`config.mk`:
```
export PLATFORM = sky130hd
export DESIGN_NAME = selection_rect_line_merger_core_flat
export DESIGN_NICKNAME = d
export VERILOG_FILES = /design/src/rtl/srlm_pkg.sv /design/src/rtl/srlm_if.sv /design/src/rtl/srlm_cmd_fifo.sv /design/src/rtl/srlm_front.sv /design/src/rtl/srlm_back.sv /design/src/rtl/selection_rect_line_merger_core.sv /design/src/flat_wrapper.sv
export SDC_FILE = /design/constraint.sdc
export NUM_CORES = 2
export LEC_CHECK = 0
export BUFFER_PORTS_ARGS = -buffer_cell sky130_fd_sc_hd__buf_2
export CORE_MARGIN = 2
export CORE_UTILIZATION = 40
export DETAILED_ROUTE_END_ITERATION = 8
export GPL_TIMING_DRIVEN = 1
export RECOVER_POWER = 100
export SYNTH_ARGS = -nofsm -noshare
export SYNTH_HDL_FRONTEND = slang
export SYNTH_SLANG_ARGS = --single-unit
```
`constraint.sdc`:
```
create_clock -name clk_i -period 11.16 [get_ports clk_i]
set_input_delay 3.348 -clock clk_i [delete_from_list [all_inputs] [get_ports clk_i]]
set_output_delay 3.348 -clock clk_i [all_outputs]
set_load 0.05 [all_outputs]
```
`src/rtl/srlm_pkg.sv`:
```
package srlm_pkg;

  // Width of one edge coordinate, signed Q15.4.
  localparam int COORD_W = 20;

  // Width of one join limit register.
  localparam int LIMIT_W = 10;

  // Configuration port.
  localparam int CFG_IDX_W  = 1;
  localparam int CFG_DATA_W = LIMIT_W;

  typedef logic [CFG_IDX_W-1:0] cfg_idx_t;

  localparam cfg_idx_t REG_X_GAP = 1'b0;
  localparam cfg_idx_t REG_Y_GAP = 1'b1;

  localparam logic [LIMIT_W-1:0] X_GAP_RESET = 10'd16;
  localparam logic [LIMIT_W-1:0] Y_GAP_RESET = 10'd16;

  // Depth of the flush command queue between front and back.
  localparam int CMD_DEPTH = 2;

endpackage

```
`src/rtl/srlm_if.sv`:
```
// Character box channel.
interface srlm_box_if;
  logic                                  valid;
  logic                                  ready;
  logic signed [srlm_pkg::COORD_W-1:0]   box_left;
  logic signed [srlm_pkg::COORD_W-1:0]   box_top;
  logic signed [srlm_pkg::COORD_W-1:0]   box_right;
  logic signed [srlm_pkg::COORD_W-1:0]   box_bottom;
  logic                                  selection_end;

  modport source (output valid, box_left, box_top, box_right, box_bottom, selection_end,
                  input ready);
  modport sink   (input valid, box_left, box_top, box_right, box_bottom, selection_end,
                  output ready);
endinterface

// Line box channel.
interface srlm_line_if;
  logic                                  valid;
  logic                                  ready;
  logic signed [srlm_pkg::COORD_W-1:0]   line_left;
  logic signed [srlm_pkg::COORD_W-1:0]   line_top;
  logic signed [srlm_pkg::COORD_W-1:0]   line_right;
  logic signed [srlm_pkg::COORD_W-1:0]   line_bottom;
  logic                                  last_of_item;

  modport source (output valid, line_left, line_top, line_right, line_bottom, last_of_item,
                  input ready);
  modport sink   (input valid, line_left, line_top, line_right, line_bottom, last_of_item,
                  output ready);
endinterface

// Configuration write channel.
interface srlm_cfg_if;
  logic                                  valid;
  logic                                  ready;
  logic [srlm_pkg::CFG_IDX_W-1:0]        reg_index;
  logic [srlm_pkg::CFG_DATA_W-1:0]       wdata;

  modport source (output valid, reg_index, wdata, input ready);
  modport sink   (input valid, reg_index, wdata, output ready);
endinterface

```
`src/rtl/srlm_cmd_fifo.sv`:
```
module srlm_cmd_fifo #(
  parameter int WIDTH = 8,
  parameter int DEPTH = 2
) (
  input  logic             clk_i,
  input  logic             rst_ni,
  input  logic             push_valid_i,
  output logic             push_ready_o,
  input  logic [WIDTH-1:0] push_data_i,
  output logic             pop_valid_o,
  input  logic             pop_ready_i,
  output logic [WIDTH-1:0] pop_data_o
);

  localparam int PTR_W = (DEPTH > 1) ? $clog2(DEPTH) : 1;
  localparam int CNT_W = $clog2(DEPTH + 1);

  logic [WIDTH-1:0] mem_q [DEPTH];
  logic [PTR_W-1:0] wr_ptr_q, wr_ptr_d;
  logic [PTR_W-1:0] rd_ptr_q, rd_ptr_d;
  logic [CNT_W-1:0] count_q, count_d;
  logic             push, pop;

  assign push_ready_o = (count_q != CNT_W'(DEPTH));
  assign pop_valid_o  = (count_q != '0);
  assign pop_data_o   = mem_q[rd_ptr_q];
  assign push         = push_valid_i && push_ready_o;
  assign pop          = pop_valid_o && pop_ready_i;

  // Pointer and fill count update, pointers wrap at the depth.
  always_comb begin
    wr_ptr_d = wr_ptr_q;
    rd_ptr_d = rd_ptr_q;
    count_d  = count_q;
    if (push) begin
      wr_ptr_d = (wr_ptr_q == PTR_W'(DEPTH - 1)) ? '0 : wr_ptr_q + PTR_W'(1);
    end
    if (pop) begin
      rd_ptr_d = (rd_ptr_q == PTR_W'(DEPTH - 1)) ? '0 : rd_ptr_q + PTR_W'(1);
    end
    if (push && !pop) begin
      count_d = count_q + CNT_W'(1);
    end else if (pop && !push) begin
      count_d = count_q - CNT_W'(1);
    end
  end

  always_ff @(posedge clk_i or negedge rst_ni) begin
    if (!rst_ni) begin
      wr_ptr_q <= '0;
      rd_ptr_q <= '0;
      count_q  <= '0;
    end else begin
      wr_ptr_q <= wr_ptr_d;
      rd_ptr_q <= rd_ptr_d;
      count_q  <= count_d;
    end
  end

  // Entry storage.
  always_ff @(posedge clk_i) begin
    if (push) begin
      mem_q[wr_ptr_q] <= push_data_i;
    end
  end

endmodule

```
`src/rtl/srlm_front.sv`:
```
module srlm_front #(
  parameter  int MAX_RUN = 256,
  localparam int SUM_W   = srlm_pkg::COORD_W + $clog2(MAX_RUN),
  localparam int CNT_W   = $clog2(MAX_RUN + 1),
  localparam int CMD_W   = 2 * srlm_pkg::COORD_W + 2 * SUM_W + CNT_W + 1
) (
  input  logic             clk_i,
  input  logic             rst_ni,
  srlm_box_if.sink         box,
  srlm_cfg_if.sink         cfg,
  output logic             push_valid_o,
  input  logic             push_ready_i,
  output logic [CMD_W-1:0] push_data_o
);

  localparam int CW = srlm_pkg::COORD_W;
  localparam int LW = srlm_pkg::LIMIT_W;

  typedef struct packed {
    logic signed [CW-1:0]    min_left;
    logic signed [CW-1:0]    max_right;
    logic signed [SUM_W-1:0] sum_top;
    logic signed [SUM_W-1:0] sum_bottom;
    logic [CNT_W-1:0]        count;
    logic                    last;
  } cmd_t;

  logic [LW-1:0]           x_lim_q, y_lim_q;
  logic                    run_open_q, run_open_d;
  logic signed [CW-1:0]    min_left_q, min_left_d;
  logic signed [CW-1:0]    max_right_q, max_right_d;
  logic signed [SUM_W-1:0] sum_top_q, sum_top_d;
  logic signed [SUM_W-1:0] sum_bot_q, sum_bot_d;
  logic [CNT_W-1:0]        count_q, count_d;
  logic signed [CW-1:0]    prev_right_q, prev_top_q;
  logic                    pend_q;
  cmd_t                    pend_cmd_q;

  logic                    accept;
  logic signed [CW:0]      dx, dy;
  logic [CW:0]             ax, ay;
  logic                    join_run, flush_old, flush_new;
  logic signed [SUM_W-1:0] top_ext, bot_ext;
  cmd_t                    cmd_old, cmd_new, push_cmd;

  assign cfg.ready = 1'b1;
  assign box.ready = !pend_q && push_ready_i;
  assign accept    = box.valid && box.ready;

  // Classify the box: join test against the previous box, then the new run state.
  always_comb begin
    dx = {prev_right_q[CW-1], prev_right_q} - {box.box_left[CW-1], box.box_left};
    dy = {prev_top_q[CW-1], prev_top_q} - {box.box_top[CW-1], box.box_top};
    ax = dx[CW] ? (CW+1)'(-dx) : (CW+1)'(dx);
    ay = dy[CW] ? (CW+1)'(-dy) : (CW+1)'(dy);
    join_run = run_open_q
               && (ax < {{(CW + 1 - LW){1'b0}}, x_lim_q})
               && (ay < {{(CW + 1 - LW){1'b0}}, y_lim_q});
    flush_old = run_open_q && !join_run;

    top_ext = {{(SUM_W - CW){box.box_top[CW-1]}}, box.box_top};
    bot_ext = {{(SUM_W - CW){box.box_bottom[CW-1]}}, box.box_bottom};

    if (join_run) begin
      min_left_d  = (box.box_left < min_left_q) ? box.box_left : min_left_q;
      max_right_d = (box.box_right > max_right_q) ? box.box_right : max_right_q;
      sum_top_d   = sum_top_q + top_ext;
      sum_bot_d   = sum_bot_q + bot_ext;
      count_d     = count_q + CNT_W'(1);
    end else begin
      min_left_d  = box.box_left;
      max_right_d = box.box_right;
      sum_top_d   = top_ext;
      sum_bot_d   = bot_ext;
      count_d     = CNT_W'(1);
    end
    flush_new  = (count_d >= CNT_W'(MAX_RUN)) || box.selection_end;
    run_open_d = !flush_new;

    cmd_old = '{min_left: min_left_q, max_right: max_right_q, sum_top: sum_top_q,
                sum_bottom: sum_bot_q, count: count_q, last: !flush_new};
    cmd_new = '{min_left: min_left_d, max_right: max_right_d, sum_top: sum_top_d,
                sum_bottom: sum_bot_d, count: count_d, last: 1'b1};
  end

  // Queue push: a held second command goes first, else the first flush of this box.
  always_comb begin
    if (pend_q) begin
      push_cmd = pend_cmd_q;
    end else if (flush_old) begin
      push_cmd = cmd_old;
    end else begin
      push_cmd = cmd_new;
    end
  end

  assign push_valid_o = pend_q || (accept && (flush_old || flush_new));
  assign push_data_o  = push_cmd;

  // Run state, limits and the held command.
  always_ff @(posedge clk_i or negedge rst_ni) begin
    if (!rst_ni) begin
      x_lim_q      <= srlm_pkg::X_GAP_RESET;
      y_lim_q      <= srlm_pkg::Y_GAP_RESET;
      run_open_q   <= 1'b0;
      min_left_q   <= '0;
      max_right_q  <= '0;
      sum_top_q    <= '0;
      sum_bot_q    <= '0;
      count_q      <= '0;
      prev_right_q <= '0;
      prev_top_q   <= '0;
      pend_q       <= 1'b0;
      pend_cmd_q   <= '0;
    end else begin
      if (cfg.valid && cfg.ready) begin
        unique case (cfg.reg_index)
          srlm_pkg::REG_X_GAP: x_lim_q <= cfg.wdata;
          srlm_pkg::REG_Y_GAP: y_lim_q <= cfg.wdata;
          default: ;
        endcase
      end
      if (pend_q && push_ready_i) begin
        pend_q <= 1'b0;
      end
      if (accept) begin
        run_open_q   <= run_open_d;
        min_left_q   <= min_left_d;
        max_right_q  <= max_right_d;
        sum_top_q    <= sum_top_d;
        sum_bot_q    <= sum_bot_d;
        count_q      <= count_d;
        prev_right_q <= box.box_right;
        prev_top_q   <= box.box_top;
        if (flush_old && flush_new) begin
          pend_q     <= 1'b1;
          pend_cmd_q <= cmd_new;
        end
      end
    end
  end

  // A held command blocks new boxes.
  a_pend_blocks: assert property (@(posedge clk_i) disable iff (!rst_ni)
    pend_q |-> !box.ready)
    else $error("box accepted while a flush command is held");

  // A box that closes two runs leaves the second one held.
  a_two_flush: assert property (@(posedge clk_i) disable iff (!rst_ni)
    (accept && flush_old && flush_new) |=> pend_q)
    else $error("second flush command lost");

  // An open run always holds at least one box and never reaches the run limit.
  a_run_count: assert property (@(posedge clk_i) disable iff (!rst_ni)
    run_open_q |-> (count_q != '0) && (count_q < CNT_W'(MAX_RUN)))
    else $error("open run has an impossible box count");

endmodule

```
`src/rtl/srlm_back.sv`:
```
module srlm_back #(
  parameter  int MAX_RUN = 256,
  localparam int SUM_W   = srlm_pkg::COORD_W + $clog2(MAX_RUN),
  localparam int CNT_W   = $clog2(MAX_RUN + 1),
  localparam int CMD_W   = 2 * srlm_pkg::COORD_W + 2 * SUM_W + CNT_W + 1
) (
  input  logic             clk_i,
  input  logic             rst_ni,
  input  logic             pop_valid_i,
  output logic             pop_ready_o,
  input  logic [CMD_W-1:0] pop_data_i,
  srlm_line_if.source      line
);

  localparam int CW    = srlm_pkg::COORD_W;
  localparam int STEP_W = $clog2(SUM_W);

  typedef struct packed {
    logic signed [CW-1:0]    min_left;
    logic signed [CW-1:0]    max_right;
    logic signed [SUM_W-1:0] sum_top;
    logic signed [SUM_W-1:0] sum_bottom;
    logic [CNT_W-1:0]        count;
    logic                    last;
  } cmd_t;

  typedef enum logic [1:0] {
    ST_IDLE,
    ST_DIV,
    ST_OUT
  } state_e;

  state_e               state_q;
  cmd_t                 cmd;
  logic [STEP_W-1:0]    step_q;
  logic [CNT_W-1:0]     div_q;
  logic [SUM_W-1:0]     top_mag_q, top_mag_d;
  logic [SUM_W-1:0]     bot_mag_q, bot_mag_d;
  logic [CNT_W-1:0]     top_rem_q, top_rem_d;
  logic [CNT_W-1:0]     bot_rem_q, bot_rem_d;
  logic                 top_neg_q, bot_neg_q;
  logic [CNT_W:0]       top_shift, bot_shift;
  logic                 top_qbit, bot_qbit;
  logic [SUM_W-1:0]     top_res, bot_res;
  logic signed [CW-1:0] left_q, right_q, top_q, bottom_q;
  logic                 last_q, valid_q;

  assign cmd         = cmd_t'(pop_data_i);
  assign pop_ready_o = (state_q == ST_IDLE);

  assign line.valid        = valid_q;
  assign line.line_left    = left_q;
  assign line.line_top     = top_q;
  assign line.line_right   = right_q;
  assign line.line_bottom  = bottom_q;
  assign line.last_of_item = last_q;

  // One restoring division step on both magnitudes; quotient bits shift into the low end.
  always_comb begin
    top_shift = {top_rem_q, top_mag_q[SUM_W-1]};
    bot_shift = {bot_rem_q, bot_mag_q[SUM_W-1]};
    top_qbit  = (top_shift >= {1'b0, div_q});
    bot_qbit  = (bot_shift >= {1'b0, div_q});
    top_rem_d = top_qbit ? CNT_W'(top_shift - {1'b0, div_q}) : CNT_W'(top_shift);
    bot_rem_d = bot_qbit ? CNT_W'(bot_shift - {1'b0, div_q}) : CNT_W'(bot_shift);
    top_mag_d = {top_mag_q[SUM_W-2:0], top_qbit};
    bot_mag_d = {bot_mag_q[SUM_W-2:0], bot_qbit};
    top_res   = top_neg_q ? (~top_mag_d + SUM_W'(1)) : top_mag_d;
    bot_res   = bot_neg_q ? (~bot_mag_d + SUM_W'(1)) : bot_mag_d;
  end

  // Sequencer: load a command, divide both sums by the box count, present the line.
  always_ff @(posedge clk_i or negedge rst_ni) begin
    if (!rst_ni) begin
      state_q   <= ST_IDLE;
      step_q    <= '0;
      div_q     <= '0;
      top_mag_q <= '0;
      bot_mag_q <= '0;
      top_rem_q <= '0;
      bot_rem_q <= '0;
      top_neg_q <= 1'b0;
      bot_neg_q <= 1'b0;
      left_q    <= '0;
      right_q   <= '0;
      top_q     <= '0;
      bottom_q  <= '0;
      last_q    <= 1'b0;
      valid_q   <= 1'b0;
    end else begin
      unique case (state_q)
        ST_IDLE: begin
          if (pop_valid_i) begin
            top_neg_q <= cmd.sum_top[SUM_W-1];
            bot_neg_q <= cmd.sum_bottom[SUM_W-1];
            top_mag_q <= cmd.sum_top[SUM_W-1] ? SUM_W'(-cmd.sum_top) : SUM_W'(cmd.sum_top);
            bot_mag_q <= cmd.sum_bottom[SUM_W-1] ? SUM_W'(-cmd.sum_bottom)
                                                 : SUM_W'(cmd.sum_bottom);
            top_rem_q <= '0;
            bot_rem_q <= '0;
            div_q     <= cmd.count;
            step_q    <= STEP_W'(SUM_W - 1);
            left_q    <= cmd.min_left;
            right_q   <= cmd.max_right;
            last_q    <= cmd.last;
            state_q   <= ST_DIV;
          end
        end
        ST_DIV: begin
          top_mag_q <= top_mag_d;
          bot_mag_q <= bot_mag_d;
          top_rem_q <= top_rem_d;
          bot_rem_q <= bot_rem_d;
          step_q    <= step_q - STEP_W'(1);
          if (step_q == '0) begin
            top_q    <= top_res[CW-1:0];
            bottom_q <= bot_res[CW-1:0];
            valid_q  <= 1'b1;
            state_q  <= ST_OUT;
          end
        end
        ST_OUT: begin
          if (line.ready) begin
            valid_q <= 1'b0;
            state_q <= ST_IDLE;
          end
        end
        default: state_q <= ST_IDLE;
      endcase
    end
  end

  // A run always holds at least one box, so the divisor is never zero.
  a_div_nonzero: assert property (@(posedge clk_i) disable iff (!rst_ni)
    (state_q == ST_DIV) |-> (div_q != '0))
    else $error("division by a zero box count");

  // A line is shown only after a finished division.
  a_valid_after_div: assert property (@(posedge clk_i) disable iff (!rst_ni)
    $rose(valid_q) |-> ($past(state_q) == ST_DIV) && (state_q == ST_OUT))
    else $error("line shown without a division");

endmodule

```
`src/rtl/selection_rect_line_merger_core.sv`:
```
// A box that closes a run pushes a flush command into the queue; the back end loads it,
// divides both sums by the box count in shared steps and presents the line. A box that
// closes two runs gives the second line one division later. Boxes that close no run are
// taken one per cycle while the queue has room and no flush command is held; the back end
// takes no new command until its line is taken, and the queue holds two pending lines.
// Reset: asynchronous, active low; no run open, join limits return to 16.
module selection_rect_line_merger_core #(
  parameter int MAX_RUN = 256
) (
  input  logic         clk_i,
  input  logic         rst_ni,
  srlm_box_if.sink     box_i,
  srlm_line_if.source  line_o,
  srlm_cfg_if.sink     cfg_i
);

  localparam int SUM_W = srlm_pkg::COORD_W + $clog2(MAX_RUN);
  localparam int CNT_W = $clog2(MAX_RUN + 1);
  localparam int CMD_W = 2 * srlm_pkg::COORD_W + 2 * SUM_W + CNT_W + 1;

  logic             push_valid, push_ready;
  logic [CMD_W-1:0] push_data;
  logic             pop_valid, pop_ready;
  logic [CMD_W-1:0] pop_data;

  // Front end: join test, run accumulation, flush commands.
  srlm_front #(
    .MAX_RUN (MAX_RUN)
  ) u_front (
    .clk_i        (clk_i),
    .rst_ni       (rst_ni),
    .box          (box_i),
    .cfg          (cfg_i),
    .push_valid_o (push_valid),
    .push_ready_i (push_ready),
    .push_data_o  (push_data)
  );

  // Flush command queue.
  srlm_cmd_fifo #(
    .WIDTH (CMD_W),
    .DEPTH (srlm_pkg::CMD_DEPTH)
  ) u_fifo (
    .clk_i        (clk_i),
    .rst_ni       (rst_ni),
    .push_valid_i (push_valid),
    .push_ready_o (push_ready),
    .push_data_i  (push_data),
    .pop_valid_o  (pop_valid),
    .pop_ready_i  (pop_ready),
    .pop_data_o   (pop_data)
  );

  // Back end: averaging divider and line output register.
  srlm_back #(
    .MAX_RUN (MAX_RUN)
  ) u_back (
    .clk_i       (clk_i),
    .rst_ni      (rst_ni),
    .pop_valid_i (pop_valid),
    .pop_ready_o (pop_ready),
    .pop_data_i  (pop_data),
    .line        (line_o)
  );

endmodule
```
`src/flat_wrapper.sv`:
```
// flat-port wrapper written by rule: the top's interface ports become plain ports
module selection_rect_line_merger_core_flat 
#(
  parameter int MAX_RUN = 256
)
  (clk_i, rst_ni, box_i_valid, box_i_box_left, box_i_box_top, box_i_box_right, box_i_box_bottom, box_i_selection_end, box_i_ready, line_o_valid, line_o_line_left, line_o_line_top, line_o_line_right, line_o_line_bottom, line_o_last_of_item, line_o_ready, cfg_i_valid, cfg_i_reg_index, cfg_i_wdata, cfg_i_ready);
  srlm_box_if box_i_i ();
  srlm_line_if line_o_i ();
  srlm_cfg_if cfg_i_i ();
  input  logic clk_i;
  input  logic rst_ni;
  input wire logic [$bits(box_i_i.valid)-1:0] box_i_valid;
  input wire logic [$bits(box_i_i.box_left)-1:0] box_i_box_left;
  input wire logic [$bits(box_i_i.box_top)-1:0] box_i_box_top;
  input wire logic [$bits(box_i_i.box_right)-1:0] box_i_box_right;
  input wire logic [$bits(box_i_i.box_bottom)-1:0] box_i_box_bottom;
  input wire logic [$bits(box_i_i.selection_end)-1:0] box_i_selection_end;
  output wire logic [$bits(box_i_i.ready)-1:0] box_i_ready;
  output wire logic [$bits(line_o_i.valid)-1:0] line_o_valid;
  output wire logic [$bits(line_o_i.line_left)-1:0] line_o_line_left;
  output wire logic [$bits(line_o_i.line_top)-1:0] line_o_line_top;
  output wire logic [$bits(line_o_i.line_right)-1:0] line_o_line_right;
  output wire logic [$bits(line_o_i.line_bottom)-1:0] line_o_line_bottom;
  output wire logic [$bits(line_o_i.last_of_item)-1:0] line_o_last_of_item;
  input wire logic [$bits(line_o_i.ready)-1:0] line_o_ready;
  input wire logic [$bits(cfg_i_i.valid)-1:0] cfg_i_valid;
  input wire logic [$bits(cfg_i_i.reg_index)-1:0] cfg_i_reg_index;
  input wire logic [$bits(cfg_i_i.wdata)-1:0] cfg_i_wdata;
  output wire logic [$bits(cfg_i_i.ready)-1:0] cfg_i_ready;
  assign box_i_i.valid = box_i_valid;
  assign box_i_i.box_left = box_i_box_left;
  assign box_i_i.box_top = box_i_box_top;
  assign box_i_i.box_right = box_i_box_right;
  assign box_i_i.box_bottom = box_i_box_bottom;
  assign box_i_i.selection_end = box_i_selection_end;
  assign box_i_ready = box_i_i.ready;
  assign line_o_valid = line_o_i.valid;
  assign line_o_line_left = line_o_i.line_left;
  assign line_o_line_top = line_o_i.line_top;
  assign line_o_line_right = line_o_i.line_right;
  assign line_o_line_bottom = line_o_i.line_bottom;
  assign line_o_last_of_item = line_o_i.last_of_item;
  assign line_o_i.ready = line_o_ready;
  assign cfg_i_i.valid = cfg_i_valid;
  assign cfg_i_i.reg_index = cfg_i_reg_index;
  assign cfg_i_i.wdata = cfg_i_wdata;
  assign cfg_i_ready = cfg_i_i.ready;
  selection_rect_line_merger_core #(.MAX_RUN(MAX_RUN)) u_core (.clk_i(clk_i), .rst_ni(rst_ni), .box_i(box_i_i), .line_o(line_o_i), .cfg_i(cfg_i_i));
endmodule
```
==> out/qor.txt <==
Max H-tree Level - 3
unrepaired setup endpoints after global routing - false
beginning of the worst hold path - u_core.u_front.pend_cmd_q[1]$_DFFE_PN0P_
wire per inst - 18.6 um
synthesized area - 38,600 um^2
drt total wl - 99,700 um
sequential fraction of the synthesis area - 0.457
Yosys top cell area share - 0.291
Setup violations, final - 0
via count - 29,131
Critical Path AT - 10.45 ns
Congestion Overflow GR - 0
reg-to-reg slack, setup - 1.69 ns
total power - 14,000 uW
Synth async-reset ratio - 0.680
yosys warns - 0
Max IR drop VDD - 0.000171 V
Hold Fails Final Rpt - 0
delay-heaviest family, CP - compound AO/OA/AOI/OAI gates
FMAX - 101 MHz
Max Buffers Root-to-Sink - 3
Max-Cap Viols - 11
Fillers - 9,186
Worst-path clk slew - 0.06 ns
nets - 4,294
synthesized flop and latch total - 663
PwrDens - 326 nW/um^2
CTS sink cnt - 663
DR iter-0 viols - 2,102
worst slew pin tran - 7.44 ns
Slew Viols, Final - 809
Syn Nets - 4,213
Storage cell area - 17,700 um^2
largest net degree at the start of global routing - 159
Initial Util - 0.405
Worst EP required - 11.68 ns
Bufs and invs on worst path - 4
antenna violations before repair - 12
footprint of the multi-input gates - 19,500 um^2
IO Count - 181
most frequent cell after synthesis - nand2_1
number of global-route vias before repair - 28,207
CTS Root Cell - clkbuf_16
crit-path max cell delay - 0.57 ns
Worst setup EP type - register
RR Endpoint - u_core.u_back.top_mag_q[25]$_DFFE_PN0P_
# hold bufs at CTS - 0
largest cells by area after synthesis - dfrtp_1 29%, edfxtp_1 16%, ha_1 5.8%, mux2i_1 5.3%, nand2_1 5.0%
Hold Path Sink - u_core.u_front.pend_cmd_q[1]$_DFFE_PN0P_
setup TNS - 0 ns
status - finished, violations left
crit path time final - 9.93 ns
Die ar. - 99,100 um^2
Final Util - 0.452
DIE HEIGHT - 315 um
Avg Inst Size Synth - 9.83 um^2
Hold Slack - 0.466 ns
Hold Crit Class - reg2reg
startpoint types - input pin
most frequent cells after synthesis - 515 x nand2_1, 449 x dfrtp_1, 341 x o21ai_0, 248 x nor2_1, 212 x edfxtp_1
ANT nets after route - 0
routed vias/inst - 5.45
worst skew pair latency - 0.65 ns
Worst Path Max Fanout - 90
Post-synth EDFFs - 212
Final Cycle Share - 0.890
Setup CP Type - in2reg
Yosys cell types - 91
TritonRoute pass-1 iters - 5
top_reg_cell synth - dfrtp_1
failing checks - capacitance limit, slew limit
CTS Buf Count - 78
largest area contributor in the netlist - dfrtp_1
cell mode on critical path - a21oi_1
slowest CP cell - a311o_1
hpwl dp - 68,600 um
Die W - 315 um
Residual DRC - 0
total global-route track usage - 0.201
Reg2Reg Depth - 10
cts repair resizes - 0
CTS tree - done
Syn Inst Count - 3,931
Hold Path Stages - 1
Slew headroom - -3.96
total leakage power - 0.0183 uW
clock skew - 0.0325 ns
post-CTS setup buffer count - 0
global placement routability congestion - 0.865
# rows - 113
global-route wire length before repair - 159,000 um
share of post-route cells with drive strength above 1 - 0.0964
# port buffers - 179
synth-to-layout area growth - 11.5%
core area - 95,300 um^2
worst flop-to-flop path startpoint - u_core.u_fifo.rd_ptr_q$_DFFE_PN0P_
[sequential cells by signal, summed over array words and instances, names as in the netlist, 10 cells and up]
| name | count |
|---|---|
| u_core.u_front.sum_top_q | 28 |
| u_core.u_back.line.line_left | 20 |
| u_core.u_front.x_lim_q | 10 |
| u_core.u_back.top_mag_q | 28 |
| u_core.u_back.line.line_top | 20 |
| u_core.u_back.bot_mag_q | 28 |
| u_core.u_front.min_left_q | 20 |
| u_core.u_front.prev_right_q | 20 |
| u_core.u_back.line.line_right | 20 |
| u_core.u_back.line.line_bottom | 20 |
| u_core.u_front.y_lim_q | 10 |
| u_core.u_fifo.mem_q | 212 |
| u_core.u_front.sum_bot_q | 28 |
| u_core.u_front.pend_cmd_q | 106 |
| u_core.u_front.prev_top_q | 20 |
| u_core.u_front.max_right_q | 20 |
[layout make-up]
type                    count  share of cell area
multi-input cells        2892               0.453
flip-flops and latches    663               0.410
clock buffers             100              0.0499
well taps                1265              0.0367
repair buffers            214              0.0244
inverters                 163              0.0143
clock inverters            44              0.0112
diodes                      8            0.000465
[logic make-up after synthesis]
logic type | Yosys count | share of synthesized area
AO/OA/AOI/OAI | 990 | 0.166
adder cells (fa/ha/maj) | 185 | 0.0611
XOR/XNOR | 192 | 0.0435
flip-flops | 663 | 0.457
AND/OR/NAND/NOR | 1183 | 0.141
other | 1 | 0.0000971
buffers and inverters | 376 | 0.0386
multiplexers | 341 | 0.0928
[how the worst max path moves through the flow]
stage / to / startpoint / slack, ns / depth (start not counted)
final: u_core.u_front.max_right_q[7]$_DFFE_PN0P_ / box_i_box_left[0] / 1.23 / 26
after global routing: u_core.u_front.max_right_q[16]$_DFFE_PN0P_ / box_i_box_left[0] / 0.64 / 26
after CTS: u_core.u_fifo.mem_q[0][78]$_DFFE_PP_ / box_i_box_left[0] / 1.68 / 24
after detailed placement: u_core.u_fifo.mem_q[0][77]$_DFFE_PP_ / box_i_box_left[0] / 1.03 / 24
after global placement: u_core.u_fifo.mem_q[0][11]$_DFFE_PP_ / box_i_box_left[0] / 1.08 / 25
after floorplan: u_core.u_fifo.mem_q[0][0]$_DFFE_PP_ / box_i_box_left[0] / 0.44 / 22
[metrics by stage]
stage	instances	worst slack (ns)	cell area (um^2)
floorplan	3931	0.445	38600
global placement	5197	1.08	40600
detailed placement	5197	1.03	40600
CTS	5341	1.68	43300
global route	5346	0.644	43100
finish	5349	1.23	43100
[metal layers]
layer  global-route usage  routed length (um)  vias to the layer above
met5                    0                  65                        -
met4               0.0538                2510                       10
met3               0.0315                4470                      149
met2                0.321               45100                      569
met1                0.283               47600                    14013
li1                     -                   -                    14390
[worst register-to-register path: cells and delay by family, from the launching register on]
kind	cells	cell delay, ns
flip-flops	1	0.87
multiplexers	1	1.78
AND/OR/NAND/NOR	3	0.37
AO/OA/AOI/OAI	4	0.88
buffers and inverters	1	5.18
XOR/XNOR	1	0.17
[where the power goes]
| part | switching [uW] | total, uW | internal [uW] |
|---|---|---|---|
| registers | 766 | 4520 | 3750 |
| clock network | 1050 | 2630 | 1570 |
| logic | 4150 | 6890 | 2730 |
| total | 5980 | 14000 | 8060 |
[placed cells by master, fill, tap and decap left out, types with 14 or more instances in the layout]
cell type  Yosys  layout
nor3_1        61      62
o311ai_0      19      19
or2_2         15      15
mux2_1        24      28
inv_1        161     160
clkbuf_1     159     112
nor3b_1       16      16
a21o_1        57      57
clkinv_2       0      14
a22oi_1       61      61
nand3_1       59      59
a21oi_1      146     147
ha_1         179     179
nor2b_1       63      62
o21ai_0      341     342
dfrtp_1      449     446
o31ai_1       66      66
o211ai_1      14      14
nand4_1       20      20
a211oi_1      27      27
xor2_1       107     107
clkbuf_16      0      80
nor2_1       248     248
a31oi_1       68      68
xnor2_1       85      85
buf_4          4      18
buf_2         27      92
a211o_1       28      28
edfxtp_1     212     212
nand2b_1      37      37
o21a_1        31      31
and3_1        54      54
mux2i_1      203     203
nor4_1        28      28
nand2_1      515     513
mux2_2       114     110
No activity file was read; power rests on OpenSTA's default activity.
